==> config.mk <==
export PLATFORM = sky130hd
export DESIGN_NAME = priority_ready_queue_scheduler
export DESIGN_NICKNAME = d
export VERILOG_FILES = /design/src/design/prq_pkg.sv /design/src/design/prq_core.sv /design/src/design/priority_ready_queue_scheduler.sv
export SDC_FILE = /design/constraint.sdc
export NUM_CORES = 1
export LEC_CHECK = 0
export BUFFER_PORTS_ARGS = -buffer_cell sky130_fd_sc_hd__buf_4
export CAP_MARGIN = 25
export CORE_ASPECT_RATIO = 1.4
export CORE_UTILIZATION = 42
export CTS_CLUSTER_DIAMETER = 50
export CTS_CLUSTER_SIZE = 25
export DETAILED_ROUTE_END_ITERATION = 7
export PLACE_DENSITY = 0.65
export REMOVE_ABC_BUFFERS = 1
export SLEW_MARGIN = 25
export SYNTH_ARGS = -nofsm -noshare
export SYNTH_HDL_FRONTEND = slang
export SYNTH_SLANG_ARGS = --single-unit
==> constraint.sdc <==
create_clock -name clk_i -period 9.2 [get_ports clk_i]
set_clock_uncertainty 0.1 [all_clocks]
set_input_delay 0.46 -clock clk_i [delete_from_list [all_inputs] [get_ports clk_i]]
set_output_delay 0.46 -clock clk_i [all_outputs]
set_load 0.02 [all_outputs]
==> src/design/prq_pkg.sv <==
package prq_pkg;

  localparam int unsigned PRIORITY_LEVELS = 32;
  localparam int unsigned TASK_SLOTS      = 32;
  localparam int unsigned TASK_W          = 5;
  localparam int unsigned LEVEL_W         = 5;
  localparam int unsigned COUNT_W         = 6;

  typedef logic [TASK_W-1:0]          task_t;
  typedef logic [LEVEL_W-1:0]         level_t;
  typedef logic [COUNT_W-1:0]         count_t;
  typedef logic [PRIORITY_LEVELS-1:0] bitmap_t;

  typedef enum logic [1:0] {
    ACT_INSERT = 2'd0,
    ACT_REMOVE = 2'd1,
    ACT_ROTATE = 2'd2
  } action_e;

  typedef enum logic [1:0] {
    ST_OK        = 2'd0,
    ST_BAD_ARG   = 2'd1,
    ST_BAD_STATE = 2'd2
  } status_e;

  // The action is kept as raw bits so the unused code reaches the decoder.
  typedef struct packed {
    logic [1:0] action;
    task_t      task_id;
    level_t     level;
  } op_t;

  typedef struct packed {
    status_e status;
    logic    highest_valid;
    task_t   highest_task;
    level_t  highest_priority;
    count_t  ready_count;
    bitmap_t ready_bitmap;
  } result_t;

  typedef struct packed {
    logic   found;
    level_t idx;
  } find_t;

  // Lowest set bit of the level bitmap, which is the highest priority level.
  function automatic find_t first_set(input bitmap_t vec);
    find_t res;
    res.found = 1'b0;
    res.idx   = '0;
    for (int i = PRIORITY_LEVELS - 1; i >= 0; i--) begin
      if (vec[i]) begin
        res.found = 1'b1;
        res.idx   = level_t'(i);
      end
    end
    return res;
  endfunction

endpackage

==> src/design/prq_core.sv <==
module prq_core (
  input  logic             clk_i,
  input  logic             rst_ni,
  input  logic             exec_i,
  input  prq_pkg::op_t     op_i,
  output prq_pkg::result_t result_o
);
  import prq_pkg::*;

  // Control state, cleared by reset.
  logic [TASK_SLOTS-1:0] queued_q, queued_d;
  bitmap_t               bitmap_q, bitmap_d;
  count_t                total_q, total_d;

  // Link storage; every read is guarded by the queued bits or the bitmap.
  level_t task_level_q [TASK_SLOTS];
  task_t  next_q       [TASK_SLOTS];
  task_t  prev_q       [TASK_SLOTS];
  task_t  head_q       [PRIORITY_LEVELS];
  task_t  tail_q       [PRIORITY_LEVELS];

  find_t   top_cur, top_new;
  level_t  op_level;
  task_t   op_task, head_cur, tail_cur, next_t, prev_t, head_new;
  logic    is_head, is_tail, level_we;
  logic    head_we, tail_we, next_we, prev_we;
  task_t   head_wd, tail_wd, next_wa, next_wd, prev_wa, prev_wd;
  status_e status;

  // Rotate works on the head of the highest level; the other actions on the
  // requested task and level. One port per link array covers every action.
  always_comb begin
    top_cur  = first_set(bitmap_q);
    op_level = (op_i.action == ACT_ROTATE) ? top_cur.idx : op_i.level;
    head_cur = head_q[op_level];
    tail_cur = tail_q[op_level];
    op_task  = (op_i.action == ACT_ROTATE) ? head_cur : op_i.task_id;
    next_t   = next_q[op_task];
    prev_t   = prev_q[op_task];
    is_head  = (head_cur == op_task);
    is_tail  = (tail_cur == op_task);
  end

  always_comb begin
    status   = ST_OK;
    queued_d = queued_q;
    bitmap_d = bitmap_q;
    total_d  = total_q;
    level_we = 1'b0;
    head_we  = 1'b0;
    head_wd  = op_task;
    tail_we  = 1'b0;
    tail_wd  = op_task;
    next_we  = 1'b0;
    next_wa  = tail_cur;
    next_wd  = op_task;
    prev_we  = 1'b0;
    prev_wa  = op_task;
    prev_wd  = tail_cur;
    unique case (op_i.action)
      ACT_INSERT: begin
        if (queued_q[op_task]) begin
          status = ST_BAD_STATE;
        end else begin
          if (!bitmap_q[op_level]) begin
            head_we = 1'b1;
          end else begin
            next_we = 1'b1;
            prev_we = 1'b1;
          end
          tail_we            = 1'b1;
          bitmap_d[op_level] = 1'b1;
          queued_d[op_task]  = 1'b1;
          level_we           = 1'b1;
          total_d            = total_q + count_t'(1);
        end
      end
      ACT_REMOVE: begin
        if (!queued_q[op_task] || task_level_q[op_task] != op_i.level) begin
          status = ST_BAD_STATE;
        end else begin
          if (is_head && is_tail) begin
            bitmap_d[op_level] = 1'b0;
          end else begin
            if (is_head) begin
              head_we = 1'b1;
              head_wd = next_t;
            end else begin
              next_we = 1'b1;
              next_wa = prev_t;
              next_wd = next_t;
            end
            if (is_tail) begin
              tail_we = 1'b1;
              tail_wd = prev_t;
            end else begin
              prev_we = 1'b1;
              prev_wa = next_t;
              prev_wd = prev_t;
            end
          end
          queued_d[op_task] = 1'b0;
          total_d           = total_q - count_t'(1);
        end
      end
      ACT_ROTATE: begin
        if (!top_cur.found) begin
          status = ST_BAD_STATE;
        end else if (head_cur != tail_cur) begin
          // The old head moves behind the old tail; its successor leads.
          head_we = 1'b1;
          head_wd = next_t;
          next_we = 1'b1;
          prev_we = 1'b1;
          tail_we = 1'b1;
        end
      end
      default: begin
        status = ST_BAD_ARG;
      end
    endcase
  end

  // The result reflects the state after this action, including the head write.
  always_comb begin
    top_new  = first_set(bitmap_d);
    head_new = (head_we && top_new.idx == op_level) ? head_wd : head_q[top_new.idx];
    result_o.status           = status;
    result_o.highest_valid    = top_new.found;
    result_o.highest_task     = top_new.found ? head_new : '0;
    result_o.highest_priority = top_new.found ? top_new.idx : '0;
    result_o.ready_count      = total_d;
    result_o.ready_bitmap     = bitmap_d;
  end

  always_ff @(posedge clk_i or negedge rst_ni) begin
    if (!rst_ni) begin
      queued_q <= '0;
      bitmap_q <= '0;
      total_q  <= '0;
    end else if (exec_i) begin
      queued_q <= queued_d;
      bitmap_q <= bitmap_d;
      total_q  <= total_d;
    end
  end

  always_ff @(posedge clk_i) begin
    if (exec_i) begin
      if (level_we) begin
        task_level_q[op_task] <= op_level;
      end
      if (head_we) begin
        head_q[op_level] <= head_wd;
      end
      if (tail_we) begin
        tail_q[op_level] <= tail_wd;
      end
      if (next_we) begin
        next_q[next_wa] <= next_wd;
      end
      if (prev_we) begin
        prev_q[prev_wa] <= prev_wd;
      end
    end
  end

  a_count_matches_queued: assert property (
    @(posedge clk_i) disable iff (!rst_ni)
    COUNT_W'($countones(queued_q)) == total_q
  ) else $error("ready count differs from number of queued tasks");

  a_bitmap_tracks_count: assert property (
    @(posedge clk_i) disable iff (!rst_ni)
    (total_q == '0) == (bitmap_q == '0)
  ) else $error("level bitmap and ready count disagree on emptiness");

  a_insert_counts_up: assert property (
    @(posedge clk_i) disable iff (!rst_ni)
    exec_i && op_i.action == ACT_INSERT && status == ST_OK
    |=> total_q == $past(total_q) + count_t'(1)
  ) else $error("successful insert did not raise the ready count");

endmodule

==> src/design/priority_ready_queue_scheduler.sv <==
// Channel | Direction | Handshake                | Beat contents
// in      | input     | in_valid_i / in_ready_o  | action_i, task_id_i, priority_req_i
// out     | output    | out_valid_o / out_ready_i| status_o, highest_*_o, ready_count_o,
//         |           |                          | ready_bitmap_o
//
// One input beat per cycle is sustained while the output is not stalled; each
// beat yields one output beat, valid once it has passed the input register
// and the ready-set update and the bitmap priority encoder have finished
// into the result register. Reset clears the queued flags, the level bitmap
// and the ready count; the link tables need no clearing pass.
// A stalled output holds its beat; the input register still takes one beat.
module priority_ready_queue_scheduler (
  input  logic                         clk_i,
  input  logic                         rst_ni,
  input  logic                         in_valid_i,
  output logic                         in_ready_o,
  input  logic [1:0]                   action_i,
  input  prq_pkg::task_t               task_id_i,
  input  prq_pkg::level_t              priority_req_i,
  output logic                         out_valid_o,
  input  logic                         out_ready_i,
  output logic [1:0]                   status_o,
  output logic                         highest_valid_o,
  output prq_pkg::task_t               highest_task_o,
  output prq_pkg::level_t              highest_priority_o,
  output prq_pkg::count_t              ready_count_o,
  output prq_pkg::bitmap_t             ready_bitmap_o
);
  import prq_pkg::*;

  logic    in_valid_q, out_valid_q, advance;
  op_t     op_q;
  result_t result, res_q;

  assign advance    = in_valid_q && (!out_valid_q || out_ready_i);
  assign in_ready_o = !in_valid_q || advance;

  prq_core u_core (
    .clk_i    (clk_i),
    .rst_ni   (rst_ni),
    .exec_i   (advance),
    .op_i     (op_q),
    .result_o (result)
  );

  always_ff @(posedge clk_i or negedge rst_ni) begin
    if (!rst_ni) begin
      in_valid_q  <= 1'b0;
      out_valid_q <= 1'b0;
    end else begin
      if (in_ready_o) begin
        in_valid_q <= in_valid_i;
      end
      if (advance) begin
        out_valid_q <= 1'b1;
      end else if (out_ready_i) begin
        out_valid_q <= 1'b0;
      end
    end
  end

  always_ff @(posedge clk_i) begin
    if (in_valid_i && in_ready_o) begin
      op_q.action  <= action_i;
      op_q.task_id <= task_id_i;
      op_q.level   <= priority_req_i;
    end
    if (advance) begin
      res_q <= result;
    end
  end

  assign out_valid_o        = out_valid_q;
  assign status_o           = res_q.status;
  assign highest_valid_o    = res_q.highest_valid;
  assign highest_task_o     = res_q.highest_task;
  assign highest_priority_o = res_q.highest_priority;
  assign ready_count_o      = res_q.ready_count;
  assign ready_bitmap_o     = res_q.ready_bitmap;

  a_advance_fills_output: assert property (
    @(posedge clk_i) disable iff (!rst_ni)
    advance |=> out_valid_q
  ) else $error("processed beat did not reach the result register");

  a_highest_level_set: assert property (
    @(posedge clk_i) disable iff (!rst_ni)
    out_valid_q && res_q.highest_valid |-> res_q.ready_bitmap[res_q.highest_priority]
  ) else $error("reported highest level is not set in the bitmap");

  a_highest_is_first: assert property (
    @(posedge clk_i) disable iff (!rst_ni)
    out_valid_q |-> (res_q.highest_valid == (res_q.ready_bitmap != '0))
  ) else $error("highest valid flag disagrees with the bitmap");

endmodule
==> impl_metrics.toml <==
[outcome]
status = "finished, violations left"
violations = "DRC"

[setup_path]
crit_path_end_kind = "flip-flop"
cp_common_cell = "buf_4"
critPathArrivalTime_ps = 9310
reg2reg_from = "u_core.bitmap_q[8]$_DFFE_PN0P_"
worstReg2RegEnd = "highest_task_o[4]$_SDFFCE_PN0P_"
crit_required_ps = 9600
setup.worst_path.class = "reg2reg"
cp_slowest_cell = "a221oi_1"
critPathMaxFanout = 17
r2r_setup_slack_ps = 290
start_kind = "flip-flop"
slowest_delay_ps = 580
reg2regPathDepth = 33

[hold_path]
min_path_type = "in2async"

[cells_and_area]
design_area_um2 = 51480
layout-drive-gt1-share_pct = 21.92
syn_to_final_growth_pct = 17.46
utilization_pct = 50.00
nets = 3741

[sta]
slew_headroom_pct = 29.69
final_critical_path_setup_slack_ps = 292.9
hold_viol_final = 0
grt_setup_unrepaired = "no"
max_freq_mhz = 112.3
timing.final.crit_period_ps = 8907
worst_slew_pin_slew_ps = 1050
setup-violations-final = 0
maxSlewViolCount = 0
fin_crit_sh_pct = 96.82

[clock_network]
cts_tree = "done"
clk_pin_slew_ps = 90
cts_num_sinks = 935
ctsRootBufferMaster = "clkbuf_16"
clockBufferDepth = 3
worstSkewPairLatency_ps = 700
cts_made_buffers = 75
htree_levels = 3

[floorplan]
rows = 139
coreArea_um2 = 103000
start_util_pct = 42.57
die_area_um2 = 105700
die_height_um = 384.2
die_w_um = 275.0
ioPinCount = 69

[global_route]
first_global_vias = 31230
track_usage_pct = 27.02
grt_max_degree = 106
antenna_found_initial = 4
grt_overflow = 0
grt_pass1_wl_um = 208500

[route]
vias = 31570
wire_per_inst_um = 27.81
first_pass_iters = 8
via_per_inst = 6.164
drc = 6
ant_nets = 0
drt-total-wl_um = 142400
drtIter0Drc = 3165

[run]
drv_cap = 0

[synthesis]
synth_enable_flop_cells = 863
yosysUniqueCellTypes = 103
synth_seq_cells = 935
syn_inst = 3388
ys.flop_type = "edfxtp_1"
yosysSeqAreaShare_pct = 63.24
synth.cell_area_um2 = 43820
async_reset_ff_share_pct = 7.701
syn_avg_cell_area_um2 = 12.94
yosys_warnings = 0

[placed_design]
dp_hpwl_um = 102300
place.gp.congestion = 1.021
postPlaceCellArea_um2 = 48330
portBuffers = 68
pre_cts_slack_ps = -232.3

[power_and_ir_drop]
p_leak_nw = 17.78
peakVddDrop_uv = 228.0
p_per_area_nw_per_um2 = 229.9
Yosys cell counts, types with 49 or more instances:
master	number	area [um^2]
dfrtp_1	72	1802
a22oi_1	57	427.9
a21oi_1	129	645.6
nor2b_1	61	381.6
nor2_1	291	1092
mux4_2	84	1892
buf_2	56	280.3
nand3_1	118	590.6
o21ai_0	107	535.5
clkbuf_1	139	521.8
nand2_1	382	1434
a211oi_1	49	367.9
mux2i_1	183	1832
and3_1	65	406.6
a31oi_1	55	344.1
edfxtp_1	863	25910
per-layer routing:
layer  GRT usage (%)  routed length (um)  up-vias
met3           3.990                9538      384
met4           15.76                8936        4
li1                -                   -    13830
met1           32.21               52220    15870
met5               0                  29        -
met2           46.25               71690     1485
critical path, delay by kind of cell, from the launching register on:
family / cells / cell delay [ps]
simple gates: 10 / 2810
flops: 1 / 530
compound gates: 13 / 3420
buf+inv: 10 / 1840
how the worst max path moves through the flow:
stage / from / endpoint / cells after the start
6_report: u_core.bitmap_q[8]$_DFFE_PN0P_ / highest_task_o[4]$_SDFFCE_PN0P_ / 33
5_1_grt: u_core.bitmap_q[26]$_DFFE_PN0P_ / highest_task_o[3]$_SDFFCE_PN0P_ / 32
4_1_cts: u_core.bitmap_q[14]$_DFFE_PN0P_ / highest_task_o[1]$_SDFFCE_PN0P_ / 31
3_5_place_dp: op_q[10]$_DFFE_PP_ / highest_task_o[1]$_SDFFCE_PN0P_ / 34
3_3_place_gp: u_core.bitmap_q[22]$_DFFE_PN0P_ / highest_task_o[0]$_SDFFCE_PN0P_ / 31
2_1_floorplan: op_q[10]$_DFFE_PP_ / highest_task_o[4]$_SDFFCE_PN0P_ / 23
metrics by stage:
step | std cells | setup TNS (ps) | hold WS (ps) | total power (W)
2_1_floorplan | 3146 | - | 64.41 | 0.006801
3_3_place_gp | 4961 | -847.1 | 252.1 | 0.008194
3_5_place_dp | 4962 | -1081 | 251.5 | 0.008206
4_1_cts | 5118 | 0 | 40.66 | 0.01179
5_1_grt | 5121 | 0 | 100.3 | 0.01222
6_report | 5122 | 0 | 83.57 | 0.01183
repair_timing:
item	4_1_cts	5_1_grt
buffers inserted	0	3
hold buffers	16	0
pin swaps	0	1
setup endpoints to repair	5	5
resized for setup	4	38
endpoints found under the hold margin	29	0
power by group:
| part | switching, W | internal (W) |
|---|---|---|
| sequential | 0.000169 | 0.00495 |
| combinational | 0.00190 | 0.00119 |
| clock | 0.00182 | 0.00180 |
| total | 0.00389 | 0.00794 |
cell usage in the layout, fill, tap and decap left out, types with 17 or more instances in the layout:
cell | Yosys | routed
nor2_1 | 291 | 287
mux2_2 | 31 | 31
a22oi_1 | 57 | 57
a21oi_1 | 129 | 122
nand2b_1 | 20 | 20
buf_4 | 11 | 459
nor2b_1 | 61 | 60
a31oi_1 | 55 | 54
and3_1 | 65 | 65
a211oi_1 | 49 | 49
nor3_1 | 25 | 23
mux2i_1 | 183 | 173
xnor2_1 | 22 | 22
o21ai_0 | 107 | 105
dfrtp_1 | 72 | 72
a2111oi_0 | 26 | 17
a32oi_1 | 32 | 30
o2111a_1 | 28 | 27
mux4_2 | 84 | 84
nand2_1 | 382 | 379
o211ai_1 | 18 | 18
nor4_1 | 21 | 19
nand3_1 | 118 | 118
o22ai_1 | 34 | 34
buf_12 | 0 | 17
clkbuf_16 | 0 | 78
a221oi_1 | 37 | 33
and4_1 | 19 | 18
inv_1 | 48 | 47
nand4_1 | 28 | 28
edfxtp_1 | 863 | 863
area by class of cell:
type	instances	area [um^2]
multi-input combinational	2157	15080
clock inverter	55	813.3
fill	8914	51480
timing repair buffer	496	3995
inverter	54	216.5
clock buffer	85	1978
antenna	1	2.502
sequential	935	27720
tap	1339	1675
cell families (layout without fill, tap and decap cells):
kind of cell | count (synthesis) | in the layout | synth area share [%]
simple gates | 1105 | 1105 | 11.88
flops | 935 | 935 | 63.24
compound gates | 723 | 723 | 11.86
mux | 299 | 299 | 9.319
buf+inv | 296 | 690 | 3.049
xor+xnor | 24 | 24 | 0.4796
fa+ha+maj | 6 | 6 | 0.1713
other cells | 0 | 1 | 0
registers in the layout, indices dropped and copies added (netlist names), named ones only:
register	cells
out_valid_o	1
u_core.task_level_q	160
status_o	2
u_core.bitmap_q	32
in_valid_q	1
op_q	12
highest_task_o	5
u_core.head_q	160
ready_count_o	6
highest_priority_o	5
u_core.prev_q	160
u_core.tail_q	160
highest_valid_o	1
u_core.total_q	6
ready_bitmap_o	32
u_core.next_q	160
Power figures use the tool's default switching activity.
